===== src/rtl/core/pfba_pkg.sv =====
// Package for the page frame bitmap allocator.
// Holds request and status codes, sequencer states and sizing constants; no dependencies.
package pfba_pkg;

    localparam int MAP_WORDS_DEF   = 1024;
    localparam int RANGE_SLOTS_DEF = 5;
    localparam int PAGE_W          = 20;

    typedef enum logic [2:0] {
        REQ_CLEAR    = 3'd0,
        REQ_REGISTER = 3'd1,
        REQ_BUILD    = 3'd2,
        REQ_RESERVE  = 3'd3,
        REQ_ALLOC    = 3'd4,
        REQ_FREE     = 3'd5,
        REQ_NOP6     = 3'd6,
        REQ_NOP7     = 3'd7
    } req_t;

    typedef enum logic [1:0] {
        ST_OK      = 2'd0,
        ST_FULL    = 2'd1,
        ST_EMPTY   = 2'd2,
        ST_NOFRAME = 2'd3
    } status_t;

    typedef enum logic [3:0] {
        S_IDLE,
        S_CLEAR,
        S_RANGE,
        S_RD,
        S_WAIT,
        S_MOD,
        S_ZERO_RD,
        S_ZERO_WAIT,
        S_ZERO_WR,
        S_DONE
    } state_t;

endpackage


===== src/rtl/core/pfba_word_unit.sv =====
// Shared word unit: builds the mask of bits from lo to hi inside one bitmap word
// and finds the lowest free bit within that mask. Uses pfba_pkg.
module pfba_word_unit (
    input  logic [31:0] word,
    input  logic [4:0]  lo,
    input  logic [4:0]  hi,
    output logic [31:0] mask,
    output logic        found,
    output logic [4:0]  first_bit
);
    import pfba_pkg::*;

    logic [31:0] hit;

    always_comb
    begin
        mask = (32'hffffffff << lo) & (32'hffffffff >> (5'd31 - hi));
        hit = word & mask;
        found = |hit;
        first_bit = 5'd0;
        for (int i = 31; i >= 0; i--)
        begin
            if (hit[i])
            begin
                first_bit = 5'(i);
            end
        end
    end

endmodule


===== config.mk =====
export PLATFORM = sky130hd
export DESIGN_NAME = pfba_word_unit
export DESIGN_NICKNAME = d
export VERILOG_FILES = /design/src/rtl/core/pfba_pkg.sv /design/src/rtl/core/pfba_word_unit.sv
export SDC_FILE = /design/constraint.sdc
export NUM_CORES = 1
export LEC_CHECK = 0
export ABC_AREA = 1
export BUFFER_PORTS_ARGS = -buffer_cell sky130_fd_sc_hd__buf_4
export CORE_ASPECT_RATIO = 1.2
export CORE_UTILIZATION = 42
export DETAILED_ROUTE_END_ITERATION = 10
export PLACE_DENSITY = 0.95
export SYNTH_ARGS = -nofsm -noshare
export SYNTH_HDL_FRONTEND = slang
export SYNTH_SLANG_ARGS = --single-unit

===== constraint.sdc =====
create_clock -name vclk -period 3.2
set_clock_uncertainty 0.2 [all_clocks]
set_input_delay 0.32 -clock vclk [all_inputs]
set_output_delay 0.32 -clock vclk [all_outputs]
set_load 0.05 [all_outputs]

# After elaboration in Yosys (flattened, before gate mapping)
# Cells that the tools add are included.
# word_totals
regBits	0
input_bits	42
out_inout_bits	38
word_cells	38
# op_classes
add_sub_neg	1
shift	2
n_mux	32
bitwise_logic	2
reduce_logical	1
# ops
operator	n
5-bit two-way mux	32
32-bit AND	2
32-bit OR reduction	1
32-bit by 5-bit left shift with 32-bit output (first input constant)	1
32-bit by 5-bit >> shifter with 32-bit output (first input constant)	1
5-bit subtractor (first input constant)	1

# Depth between registers and ports, before layout
# depth
ltp_word	36
ltp_mapped	35
depth_no_buf	34

# Worst setup path after synthesis
# OpenSTA, ideal clock, no wires.
# synth_path
path_type	input to output
start	input port lo[3]
end	output port first_bit[0]
t_arrival_ns	3.862
required_ns	2.680
setup_slack_ns	-1.182
cell_stages	26
n_path_buf	1
cell_sequence	buf_4 -> nand2_2 -> inv_2 -> nor2_1 -> inv_2 -> a221oi_1 -> nand2_1 -> nand2_1 -> nand2_1 -> nand2_1 -> nand2_1 -> nand2_1 -> nand2_1 -> nand2_1 -> nand2_1 -> nand2_1 -> nand2_1 -> nand2_1 -> nand2_1 -> nand2_1 -> nand2_1 -> nand2_1 -> nand2_1 -> nand2_1 -> nand2_1 -> a21oi_1
# synth_between
word_cells_on_any_way	35
classes_between	shift (1); mux (32); bitwise (2)
# synth_rtl
item	line_no	rtl
from (decl)	pfba_word_unit.sv:5	input logic [4:0] lo,
32-bit by 5-bit left shift with 32-bit output	pfba_word_unit.sv:17	mask = (32'hffffffff << lo) & (32'hffffffff >> (5'd31 - hi));
32-bit AND	pfba_word_unit.sv:17	
named net mask[19]	pfba_word_unit.sv:7	output logic [31:0] mask,
32-bit AND	pfba_word_unit.sv:18	hit = word & mask;
5-bit two-way mux (20 in a row)	pfba_word_unit.sv:23	if (hit[i])
to (decl)	pfba_word_unit.sv:9	output logic [4:0] first_bit
# The timed path passes the listed nets, and every way through them passes these cells.

# Worst setup path in the final report
# layout_path
start	input port hi[4]
end	output port first_bit[0]
# layout_between
elab_chain_cells	36
# layout_rtl
item	line_no	rtl
from (decl)	pfba_word_unit.sv:6	input logic [4:0] hi,
5-bit subtractor (*)	pfba_word_unit.sv:17	
32-bit by 5-bit >> shifter with 32-bit output (*)	pfba_word_unit.sv:17	
32-bit AND (*)	pfba_word_unit.sv:17	
32-bit AND (*)	pfba_word_unit.sv:18	
5-bit two-way mux (31 in a row)	pfba_word_unit.sv:23	
5-bit two-way mux (*)	pfba_word_unit.sv:23	
# Every way passes the cells marked *; elsewhere a longest branch is shown, timed or not.

==> flow_metrics.tcl <==
set metrics [dict create \
    ff_latch_area_um2 0 \
    critPathMaxFanout 13 \
    iteration_0_drc_markers 87 \
    ys_types 27 \
    critPathKind "in2out" \
    crit_path_max_incr_delay_ns 0.23 \
    nFillCells 128 \
    n_sequential_cell 0 \
    drt-total-wl_mm 5.01 \
    finalMaxSlewViolations 0 \
    total_power_mw 0.447 \
    avgRoutedWirePerCell_um 14.6 \
    globalplace.congestion 0.943 \
    synth_compound_gate_area_share 0.249 \
    mostFrequentLayoutCells "96 x sky130_fd_sc_hd__nand2_1, 82 x sky130_fd_sc_hd__buf_4, 33 x sky130_fd_sc_hd__nor2_1" \
    fp.dieH_um 55.5 \
    cap_violations 0 \
    floorplan.core_area_um2 2280 \
    grtUsageTotal 0.331 \
    worstPathArrival_ns 2.58 \
    muxShareOfSynthArea 0 \
    grt_antenna_before_repair 0 \
    fin_nets 357 \
    clockBufferCount 0 \
    antenna_violating_nets_post_route 0 \
    worst_hold_path_class "in2out" \
    timing.slew.headroom 0.638 \
    detail_route.first_pass.iterations 6 \
    die-width_um 46.6 \
    synth_fa_ha_area_frac 0 \
    initial_core_util 0.440 \
    final_period_utilization 0.969 \
    drc_errors 0 \
    worst_setup_path_start_kind "input port" \
    rsz0062_at_grt "true" \
    worstMarginPinSlew_ns 0.541 \
    place_hpwl_mm 3.64 \
    routed-via-count 1891 \
    yosys.area_share.xor_xnor 0 \
    yosysTopAreaCellShare 0.378 \
    layout-drive-gt1-share 0.454 \
    ys_seq_area_frac 0 \
    worst_setup_path_end_kind "output pin" \
    die_area_um2 2590 \
    largest_family_of_logic_cells_by_synthesized_area "simple AND/OR/NAND/NOR gates" \
    power.density_cell_area_nw_per_um2 222 \
    post_synth_main_area_contributors "sky130_fd_sc_hd__nand2_1 38%, sky130_fd_sc_hd__nor2_1 15%, sky130_fd_sc_hd__inv_1 6.7%" \
    minimum_period_implied_by_the_final_worst_setup_slack_ns 3.10 \
    final-instance-count-excl-fill 344 \
    hold_bufs_at_cts 0 \
    numPlacedInstances 340 \
    portBuffers 80 \
    worst_ir_drop_vdd_mv 0.236 \
    setup_viol_count_final 0 \
    area_added_between_synthesis_and_finish_pct 101 \
    num_io_pins 80 \
    layout_commonest_cell "sky130_fd_sc_hd__nand2_1" \
    critical-path-top-cell-by-count "sky130_fd_sc_hd__nand2_1" \
    post_synth.cell_area_avg_um2 4.44 \
    worst_path_max_delay_cell "sky130_fd_sc_hd__a21boi_2" \
    first_global_vias 1575 \
    grt_start_max_net_pins 15 \
    hold_violations 0 \
    run_status "complete, no violations" \
    fmax_mhz 323 \
    row_count 19 \
    synth.net_count 268 \
    route.detailed.vias_per_inst 5.50 \
    synthSimpleGateAreaFrac 0.637 \
    netlist_instances 226 \
    p_leak_nw 1.11 \
    overflow 0 \
    worst_ep_required_time_ns 2.68 \
    synth.largest_area_cell "sky130_fd_sc_hd__nand2_1" \
    antenna_cells_inserted 0 \
    synth_warnings 0 \
    grt_first_pass_wirelength_mm 6.58 \
    synth_area_um2 1000 \
]
-- report_power, final --
part           leakage, nW  switching, mW  total (mW)  internal (mW)
Sequential               0              0           0              0
Combinational         1.11          0.290       0.447          0.157
Clock                    0              0           0              0
-- repair_timing --
item	4_1_cts	5_1_grt
buffers inserted	0	4
setup endpoints to repair	0	2
resized for setup	0	44
-- cell usage after synthesis (2+ instances only) --
| cell type | count |
|---|---|
| sky130_fd_sc_hd__a31oi_1 | 5 |
| sky130_fd_sc_hd__a221oi_1 | 2 |
| sky130_fd_sc_hd__nand2_1 | 101 |
| sky130_fd_sc_hd__nand2_2 | 2 |
| sky130_fd_sc_hd__a21oi_2 | 2 |
| sky130_fd_sc_hd__nor2_1 | 39 |
| sky130_fd_sc_hd__buf_4 | 2 |
| sky130_fd_sc_hd__nor3_1 | 3 |
| sky130_fd_sc_hd__o21ai_0 | 8 |
| sky130_fd_sc_hd__nor2_2 | 2 |
| sky130_fd_sc_hd__a211oi_1 | 6 |
| sky130_fd_sc_hd__clkbuf_1 | 2 |
| sky130_fd_sc_hd__inv_2 | 5 |
| sky130_fd_sc_hd__inv_1 | 18 |
| sky130_fd_sc_hd__a21oi_1 | 12 |
| sky130_fd_sc_hd__nand3_1 | 6 |
-- path summary, 6_finish.rpt --
| check | start | to | depth (start not counted) |
|---|---|---|---|
| min | lo[0] | mask[0] | 3 |
| max | hi[4] | first_bit[0] | 34 |
-- routing by layer --
layer,track usage,up-vias,part of all wire
met4,0.122,0,0.051
met3,0.0196,26,0.073
met2,0.554,137,0.51
met1,0.426,826,0.37
met5,0,-,0
li1,-,902,-
-- final cells by class --
class,instances,area [um2],area share
timing repair buffer,92,767,0.381
inverter,23,91.3,0.0454
tap,31,38.8,0.0193
multi-input combinational,198,1120,0.554
-- cells by family (layout without fill, tap and decap cells) --
group                  Yosys count  in the layout
AOI/OAI and AO/OA               40             40
buffers and inverters           28            115
and+or+nand+nor                158            158
-- through the flow --
stage / TNS, ns / hold WS, ns / utilization / instance area (um2) / worst slack, ns
floorplan: -0.193 / 0.556 / - / 1140 / -0.0991
global placement: 0 / 0.779 / 0.796 / 1820 / 0.114
detailed placement: 0 / 0.781 / 0.796 / 1820 / 0.0609
CTS: 0 / 0.784 / 0.796 / 1820 / 0.0610
global route: -0.206 / 0.835 / 0.882 / 2010 / -0.183
finish: 0 / 0.816 / 0.882 / 2010 / 0.101
-- critical path: cells and delay by family --
family | cells | cell delay (ns)
simple gates | 30 | 1.68
compound gates | 2 | 0.28
buf+inv | 2 | 0.27
(Power assumes the default switching activity.)
